### src/rtl/core/kabf_pkg.sv
// Package for the angle/bias Kalman filter: formats, register addresses and
// shared constants. No dependencies.
package kabf_pkg;

  localparam int FRAC = 24;
  localparam int CFG_W = 31;
  localparam int IN_W = 88;
  localparam int OUT_W = 64;
  localparam int ADDR_W = 4;

  localparam logic [ADDR_W-1:0] ADDR_ANGLE_NOISE = 4'h0;
  localparam logic [ADDR_W-1:0] ADDR_BIAS_NOISE = 4'h4;
  localparam logic [ADDR_W-1:0] ADDR_MEASURE_NOISE = 4'h8;

  localparam logic [CFG_W-1:0] ANGLE_NOISE_RST = 31'd16777;
  localparam logic [CFG_W-1:0] BIAS_NOISE_RST = 31'd50332;
  localparam logic [CFG_W-1:0] MEASURE_NOISE_RST = 31'd503316;

endpackage

### src/rtl/core/kabf_div.sv
// Bit-serial restoring divider: ((|n| << 24) + d/2) / d, signed result,
// saturated to W bits. One quotient bit per cycle. Uses kabf_pkg.
module kabf_div #(
  parameter int W = 32
) (
  input  logic         clk,
  input  logic         rst,
  input  logic         start,
  input  logic [W-1:0] num,
  input  logic [W-1:0] den,
  output logic         done,
  output logic [W-1:0] quo
);
  localparam int NW = W + kabf_pkg::FRAC + 1;
  localparam int CW = $clog2(NW + 1);

  logic [NW-1:0] dividend;
  logic [NW-1:0] q;
  logic [W:0] rem;
  logic [CW-1:0] cnt;
  logic busy;
  logic neg;
  logic [W-1:0] dabs;
  logic [W:0] trial;
  logic [W-1:0] mn;
  logic [W-1:0] lim;

  assign mn = num[W-1] ? (~num + 1'b1) : num;
  assign trial = {rem[W-1:0], dividend[NW-1]};
  assign lim = neg ? {1'b1, {(W-1){1'b0}}} : {1'b0, {(W-1){1'b1}}};

  always_ff @(posedge clk) begin
    done <= 1'b0;
    if (rst) begin
      busy <= 1'b0;
      cnt <= '0;
    end else if (start) begin
      busy <= 1'b1;
      neg <= num[W-1];
      dabs <= den;
      dividend <= ({1'b0, mn, {kabf_pkg::FRAC{1'b0}}}) + NW'(den >> 1);
      rem <= '0;
      q <= '0;
      cnt <= CW'(NW);
    end else if (busy) begin
      if (trial >= {1'b0, dabs}) begin
        rem <= trial - {1'b0, dabs};
        q <= {q[NW-2:0], 1'b1};
      end else begin
        rem <= trial;
        q <= {q[NW-2:0], 1'b0};
      end
      dividend <= {dividend[NW-2:0], 1'b0};
      cnt <= cnt - 1'b1;
      if (cnt == CW'(1)) begin
        busy <= 1'b0;
        done <= 1'b1;
      end
    end
  end

  // saturate magnitude, apply sign
  always_comb begin
    logic [NW-1:0] mq;
    mq = q;
    if (mq > NW'(lim)) mq = NW'(lim);
    quo = neg ? (~mq[W-1:0] + 1'b1) : mq[W-1:0];
  end
endmodule

### src/rtl/core/kalman_angle_bias_filter.sv
// Top level of the two-state angle/gyro-bias Kalman filter.
// Uses kabf_pkg and kabf_div.
//
// Usage: one input transfer on s_axis (angle_meas, rate_meas, step_time)
// gives one output transfer on m_axis (filtered_angle, filtered_bias).
// The filter runs its update through one shared multiplier (one product a
// cycle in the compute steps, registered) and a bit-serial divider under a
// small sequencer. An item takes 27 multiply/add steps plus two divisions,
// each made of a start, DATA_WIDTH+25 quotient bits and a hand-over. When
// the innovation variance is not positive the divisions are skipped.
// s_axis_tready is high only while the sequencer is idle. The result waits
// in the output register while m_axis stalls; the next item is accepted and
// computed meanwhile, and the sequencer holds only if the older result is
// still waiting when the new one is ready.
// Noise registers are written over the APB port at 0x0, 0x4, 0x8; the user
// must write them only while the block is idle, which the block itself does
// not enforce. Reads return them. Reset (rst, synchronous) clears the angle,
// bias and covariance state to zero and restores the noise defaults.
module kalman_angle_bias_filter #(
  parameter int DATA_WIDTH = 32
) (
  input  logic        clk,
  input  logic        rst,
  input  logic        s_axis_tvalid,
  output logic        s_axis_tready,
  input  logic [87:0] s_axis_tdata,  // angle_meas[31:0], rate_meas[63:32], step_time[87:64]
  output logic        m_axis_tvalid,
  input  logic        m_axis_tready,
  output logic [63:0] m_axis_tdata,  // filtered_angle[31:0], filtered_bias[63:32]
  input  logic        psel,
  input  logic        penable,
  input  logic        pwrite,
  input  logic [3:0]  paddr,
  input  logic [31:0] pwdata,
  output logic [31:0] prdata,
  output logic        pready
);
  localparam int W = DATA_WIDTH;
  localparam int FR = kabf_pkg::FRAC;
  localparam logic signed [W-1:0] MAXV = {1'b0, {(W-1){1'b1}}};
  localparam logic signed [W-1:0] MINV = {1'b1, {(W-1){1'b0}}};

  typedef enum logic [3:0] {
    S_IDLE = 4'b0001,
    S_CALC = 4'b0010,
    S_DIV  = 4'b0100,
    S_POST = 4'b1000
  } state_t;

  typedef enum logic [4:0] {
    OP_MUL, OP_ADD, OP_SUB
  } op_t;

  state_t state;
  logic [4:0] step;

  logic [30:0] angle_noise, bias_noise, measure_noise;
  logic signed [W-1:0] angle_est, bias_est, cov_aa, cov_ab, cov_ba, cov_bb;
  logic signed [W-1:0] zmeas, rmeas, dt, t, s, k0, k1, y, p00, p01, acc;

  // ---- APB ----
  assign pready = 1'b1;
  always_ff @(posedge clk) begin
    if (rst) begin
      angle_noise <= kabf_pkg::ANGLE_NOISE_RST;
      bias_noise <= kabf_pkg::BIAS_NOISE_RST;
      measure_noise <= kabf_pkg::MEASURE_NOISE_RST;
    end else if (psel && penable && pwrite) begin
      case (paddr)
        kabf_pkg::ADDR_ANGLE_NOISE:   angle_noise <= pwdata[30:0];
        kabf_pkg::ADDR_BIAS_NOISE:    bias_noise <= pwdata[30:0];
        kabf_pkg::ADDR_MEASURE_NOISE: measure_noise <= pwdata[30:0];
        default: ;
      endcase
    end
  end
  always_comb begin
    case (paddr)
      kabf_pkg::ADDR_ANGLE_NOISE:   prdata = {1'b0, angle_noise};
      kabf_pkg::ADDR_BIAS_NOISE:    prdata = {1'b0, bias_noise};
      kabf_pkg::ADDR_MEASURE_NOISE: prdata = {1'b0, measure_noise};
      default:                      prdata = '0;
    endcase
  end

  // ---- shared ALU: saturating add/sub or rounded Q24 multiply ----
  op_t op;
  logic signed [W-1:0] opa, opb, res;

  function automatic logic signed [W-1:0] sat(input logic signed [W+1:0] v);
    if (v > (W+2)'(MAXV)) return MAXV;
    if (v < (W+2)'(MINV)) return MINV;
    return v[W-1:0];
  endfunction

  // clamp of a 31-bit unsigned register into W bits
  function automatic logic signed [W-1:0] fitu(input logic [30:0] v);
    logic [63:0] e;
    e = 64'(v);
    if (e > 64'(MAXV)) return MAXV;
    return W'(e);
  endfunction

  // 32-bit input word into W bits
  function automatic logic signed [W-1:0] fit32(input logic [31:0] v);
    logic signed [63:0] e;
    e = 64'(signed'(v));
    if (e > 64'(MAXV)) return MAXV;
    if (e < 64'(MINV)) return MINV;
    return W'(e);
  endfunction

  always_comb begin
    logic neg;
    logic [W-1:0] ma, mb, lim;
    logic [2*W-1:0] pr;
    logic [2*W-1:0] sh;
    neg = opa[W-1] ^ opb[W-1];
    ma = opa[W-1] ? W'(-opa) : opa;
    mb = opb[W-1] ? W'(-opb) : opb;
    pr = ma * mb;
    sh = (pr + (2*W)'(1 << (FR-1))) >> FR;
    lim = neg ? {1'b1, {(W-1){1'b0}}} : {1'b0, {(W-1){1'b1}}};
    if (sh > (2*W)'(lim)) sh = (2*W)'(lim);
    case (op)
      OP_ADD: res = sat((W+2)'(opa) + (W+2)'(opb));
      OP_SUB: res = sat((W+2)'(opa) - (W+2)'(opb));
      OP_MUL: res = neg ? W'(-sh[W-1:0]) : sh[W-1:0];
      default: res = '0;
    endcase
  end

  // ---- divider ----
  logic div_start, div_done;
  logic [W-1:0] div_q, div_num;
  kabf_div #(.W(W)) u_div (
    .clk(clk), .rst(rst), .start(div_start), .num(div_num),
    .den(s), .done(div_done), .quo(div_q)
  );
  logic div_sel;

  // ---- step table: operands and op for each compute step ----
  always_comb begin
    op = OP_MUL; opa = dt; opb = '0;
    case (step)
      5'd0:  begin op = OP_SUB; opa = rmeas; opb = bias_est; end
      5'd1:  begin op = OP_MUL; opa = dt; opb = acc; end
      5'd2:  begin op = OP_ADD; opa = angle_est; opb = acc; end
      5'd3:  begin op = OP_MUL; opa = dt; opb = cov_bb; end
      5'd4:  begin op = OP_SUB; opa = acc; opb = cov_ab; end
      5'd5:  begin op = OP_SUB; opa = acc; opb = cov_ba; end
      5'd6:  begin op = OP_ADD; opa = acc; opb = fitu(angle_noise); end
      5'd7:  begin op = OP_MUL; opa = dt; opb = acc; end
      5'd8:  begin op = OP_ADD; opa = cov_aa; opb = acc; end
      5'd9:  begin op = OP_SUB; opa = cov_ab; opb = t; end
      5'd10: begin op = OP_SUB; opa = cov_ba; opb = t; end
      5'd11: begin op = OP_MUL; opa = fitu(bias_noise); opb = dt; end
      5'd12: begin op = OP_ADD; opa = cov_bb; opb = acc; end
      5'd13: begin op = OP_ADD; opa = cov_aa; opb = fitu(measure_noise); end
      // after division
      5'd14: begin op = OP_SUB; opa = zmeas; opb = angle_est; end
      5'd15: begin op = OP_MUL; opa = k0; opb = y; end
      5'd16: begin op = OP_ADD; opa = angle_est; opb = acc; end
      5'd17: begin op = OP_MUL; opa = k1; opb = y; end
      5'd18: begin op = OP_ADD; opa = bias_est; opb = acc; end
      5'd19: begin op = OP_MUL; opa = k0; opb = p00; end
      5'd20: begin op = OP_SUB; opa = p00; opb = acc; end
      5'd21: begin op = OP_MUL; opa = k0; opb = p01; end
      5'd22: begin op = OP_SUB; opa = p01; opb = acc; end
      5'd23: begin op = OP_MUL; opa = k1; opb = p00; end
      5'd24: begin op = OP_SUB; opa = cov_ba; opb = acc; end
      5'd25: begin op = OP_MUL; opa = k1; opb = p01; end
      5'd26: begin op = OP_SUB; opa = cov_bb; opb = acc; end
      default: ;
    endcase
  end

  assign div_num = div_sel ? cov_ba : cov_aa;
  assign s_axis_tready = (state == S_IDLE);

  function automatic logic [31:0] out32(input logic signed [W-1:0] v);
    logic signed [63:0] e;
    e = 64'(v);
    if (e > 64'sd2147483647) return 32'h7fffffff;
    if (e < -64'sd2147483648) return 32'h80000000;
    return e[31:0];
  endfunction

  // output register: loads in S_POST when empty or being emptied this cycle
  logic out_load;
  assign out_load = (state == S_POST) && (!m_axis_tvalid || m_axis_tready);

  always_ff @(posedge clk) begin
    if (rst) begin
      m_axis_tvalid <= 1'b0;
    end else if (out_load) begin
      m_axis_tdata <= {out32(bias_est), out32(angle_est)};
      m_axis_tvalid <= 1'b1;
    end else if (m_axis_tready) begin
      m_axis_tvalid <= 1'b0;
    end
  end

  always_ff @(posedge clk) begin
    div_start <= 1'b0;
    if (rst) begin
      state <= S_IDLE;
      step <= '0;
      div_sel <= 1'b0;
      angle_est <= '0; bias_est <= '0;
      cov_aa <= '0; cov_ab <= '0; cov_ba <= '0; cov_bb <= '0;
    end else begin
      case (state)
        S_IDLE: begin
          if (s_axis_tvalid) begin
            zmeas <= fit32(s_axis_tdata[31:0]);
            rmeas <= fit32(s_axis_tdata[63:32]);
            dt <= fitu(31'(s_axis_tdata[87:64]));
            step <= '0;
            state <= S_CALC;
          end
        end
        S_CALC: begin
          acc <= res;
          step <= step + 1'b1;
          case (step)
            5'd2:  angle_est <= res;
            5'd3:  t <= res;
            5'd8:  cov_aa <= res;
            5'd9:  cov_ab <= res;
            5'd10: cov_ba <= res;
            5'd12: cov_bb <= res;
            5'd13: begin
              s <= res;
              p00 <= cov_aa;
              p01 <= cov_ab;
              k0 <= '0; k1 <= '0;
              if (!res[W-1] && res != '0) begin
                div_sel <= 1'b0;
                div_start <= 1'b1;
                state <= S_DIV;
              end
            end
            5'd14: y <= res;
            5'd16: angle_est <= res;
            5'd18: bias_est <= res;
            5'd20: cov_aa <= res;
            5'd22: cov_ab <= res;
            5'd24: cov_ba <= res;
            5'd26: begin
              cov_bb <= res;
              state <= S_POST;
            end
            default: ;
          endcase
        end
        S_DIV: begin
          if (div_done) begin
            if (!div_sel) begin
              k0 <= div_q;
              div_sel <= 1'b1;
              div_start <= 1'b1;
            end else begin
              k1 <= div_q;
              state <= S_CALC;
            end
          end
        end
        S_POST: begin
          if (out_load) state <= S_IDLE;
        end
        default: state <= S_IDLE;
      endcase
    end
  end
endmodule
### config.mk
export PLATFORM = sky130hd
export DESIGN_NAME = kalman_angle_bias_filter
export DESIGN_NICKNAME = d
export VERILOG_FILES = /design/src/rtl/core/kabf_pkg.sv /design/src/rtl/core/kabf_div.sv /design/src/rtl/core/kalman_angle_bias_filter.sv
export SDC_FILE = /design/constraint.sdc
export NUM_CORES = 2
export LEC_CHECK = 0
export BUFFER_PORTS_ARGS = -buffer_cell sky130_fd_sc_hd__buf_4
export CORE_MARGIN = 1
export CORE_UTILIZATION = 30
export DETAILED_ROUTE_END_ITERATION = 6
export GPL_TIMING_DRIVEN = 1
export PLACE_DENSITY = 0.5
export SYNTH_ARGS = -nofsm -noshare
export SYNTH_HDL_FRONTEND = slang
export SYNTH_SLANG_ARGS = --single-unit
### constraint.sdc
create_clock -name clk -period 21.6 [get_ports clk]
set_input_delay 4.32 -clock clk [delete_from_list [all_inputs] [get_ports clk]]
set_output_delay 4.32 -clock clk [all_outputs]
set_load 0.02 [all_outputs]
==> flow_summary.yaml <==
synth:
  synth_mux_area_frac: 0.0120
  yosysTopAreaCell: "fa_1"
  yosysSeqAreaShare: 0.288
  synthXorXnorAreaFrac: 0.0289
  synth.area.top_cells: "fa_1, edfxtp_1, dfxtp_1"
  ys_ff_latch: 892
  synthesis.area_um2: 82300
  synth_top_family_by_area: "adder cells"
  synth_fp_nets: 10448
  synth_cell_type_count: 111
  synth_top_flop_cell: "edfxtp_1"
  yosysMostFrequentCell: "inv_1"
  synthAdderAreaFrac: 0.289
  synth-edff-count: 587
  synth_top_area_frac: 0.219
  avgSynthCellArea_um2: 9.20
  synthArstFlopShare: 0
  synth_compound_area_frac: 0.142
  synth_warnings: 0
  netlist_top_cells_count: "inv_1, nand2_1, nor2_1"
  syn_inst: 8954
  synthSimpleGateAreaFrac: 0.151
global_route:
  grt_pass1_vias: 69154
  antenna_found_initial: 14
  grt_pass1_wl_mm: 489
  grt_max_degree: 94
  track_usage: 0.241
  grt_overflow: 0
worst_setup_path:
  crit_required_ns: 22.19
  slowest_stage: "or4_1"
  ff2ff_path_depth: 67
  path_max_fanout: 23
  crit_type: "register to register"
  worst_setup_path_end_kind: "register"
  max_stage_delay_ns: 0.64
  cp-start-kind: "register"
  cp.arrival_ns: 21.39
detailed_routing:
  routed_via_density: 5.48
  vias: 69156
  firstDrtPassIters: 7
  drt-total-wl_mm: 339
  wl_per_cell_um: 26.9
  drc: 18
  postRouteAntennaNets: 0
  drt_iter0_drc: 7984
final_layout:
  top_register: "m_axis_tdata"
  largest_reg_flops: 64
  fin_util: 0.341
  instances_no_fill: 12623
  multi_input_area_um2: 52400
  fill_cells: 27794
  reg_top3: "m_axis_tdata: 64 flops, u_div.dividend: 57 flops, u_div.q: 57 flops"
  ff_latch_area_um2: 23700
  drive_above_1_share: 0.106
  nNetsFinal: 10464
  area_growth_pct: 12.7
sta:
  fin_crit_ns: 20.80
  fmax_mhz: 48.1
  period_share: 0.963
  fin_setup_tns_ns: 0
  drv_slew: 0
  hold_ws_ns: 0.356
  worst_clock_skew_ns: 0.122
  slew_headroom: 0.0271
  rsz0062_at_grt: "false"
  worst_pin_slew_ns: 1.46
  setup_violations: 0
  hold_viol: 0
power_and_ir_drop:
  power_density_nw_per_um2: 65.6
  peakVddDrop_mv: 0.0678
  leakage_nw: 39.5
hold_path:
  min_path_cells: 0
  hold_class: "register to register"
die:
  start_util: 0.303
  rows: 191
  dieArea_um2: 277000
  core_area_um2: 272000
  pin_count: 230
  fp.dieH_um: 526
  die_w_um: 526
placed_design:
  io_buffers: 226
  gp_congestion: 0.965
  dp_hpwl_mm: 259
  place_inst: 12448
cts:
  htreeDepth: 3
  clock_latency_ns: 0.79
  ctsLongestPathBuffers: 3
  hold_buffers: 0
  numCtsBuffers: 90
  cts_tree: "built"
  clk_pin_slew_ns: 0.07
  cts-root-buf: "clkbuf_16"
  cts_sinks: 892
job:
  cap_violations: 0
status:
  violations: "design-rule violations"
  status: "finished, violations left"
cell type report:
class | instances | area share
tap | 3570 | 0.0481
clock inverter | 52 | 0.00716
antenna | 6 | 0.000162
clock buffer | 117 | 0.0264
inverter | 1295 | 0.0524
sequential | 892 | 0.256
multi-input combinational | 6133 | 0.565
timing repair buffer | 558 | 0.0453
stage by stage:
stage	power (mW)	setup WS (ns)	cell area [um2]
finish	6.09	0.797	92800
CTS	6.09	0.622	92800
floorplan	3.37	3.44	82300
global route	6.37	0.0229	92800
global placement	4.39	0.874	89700
detailed placement	4.40	0.725	89700
logic make-up (layout without fill, tap and decap cells):
logic type               Yosys count  count (layout)
other                              2               8
AND/OR/NAND/NOR                 2765            2765
AO/OA/AOI/OAI                   1639            1639
adder cells (fa/ha/maj)         1364            1364
XOR/XNOR                         271             271
buffers and inverters           1929            2022
multiplexers                      92              92
flip-flops                       892             892
where the power goes:
group          internal, mW  switching (mW)
Combinational         0.821            1.73
Clock                 0.915           0.758
Sequential             1.85          0.0201
Total                  3.58            2.50
final timing paths:
| path | start | end | slack [ns] |
|---|---|---|---|
| hold / removal | s[0] | u_div.dabs[0] | 0.36 |
| setup / recovery | step[0] | div_start | 0.80 |
| hold reg to reg | s[0] | u_div.dabs[0] | 0.36 |
| setup reg to reg | step[0] | div_start | 0.80 |
layout by cell type (no fill, tap or decap), types with 117 or more instances in the layout:
master	n
inv_1	1290
nand2_1	987
nor2_1	961
fa_1	901
edfxtp_1	587
buf_4	556
ha_1	461
a21oi_1	410
dfxtp_1	300
a211oi_1	213
o21ai_0	164
a22oi_1	152
xnor2_1	150
a222oi_1	117
worst max-delay path: cells and delay by family, from the launching register on:
family | cells | cell delay (ns)
adder cells (fa/ha/maj) | 12 | 5.77
buffers and inverters | 11 | 1.29
AND/OR/NAND/NOR | 23 | 7.62
flip-flops | 1 | 0.43
XOR/XNOR | 2 | 0.59
AO/OA/AOI/OAI | 19 | 4.90
per-layer routing:
metal  routed length [um]  part of all wire  track usage
met1               142000              0.42        0.323
met2               155000              0.46        0.388
met3                25900             0.076       0.0297
met4                16300             0.048        0.107
met5                    9          0.000027            0
repair_timing:
action	4_1_cts	5_1_grt
buffers inserted	0	0
resized for setup	0	5
setup endpoints to repair	0	4
No activity file was read; power rests on OpenSTA's default activity.
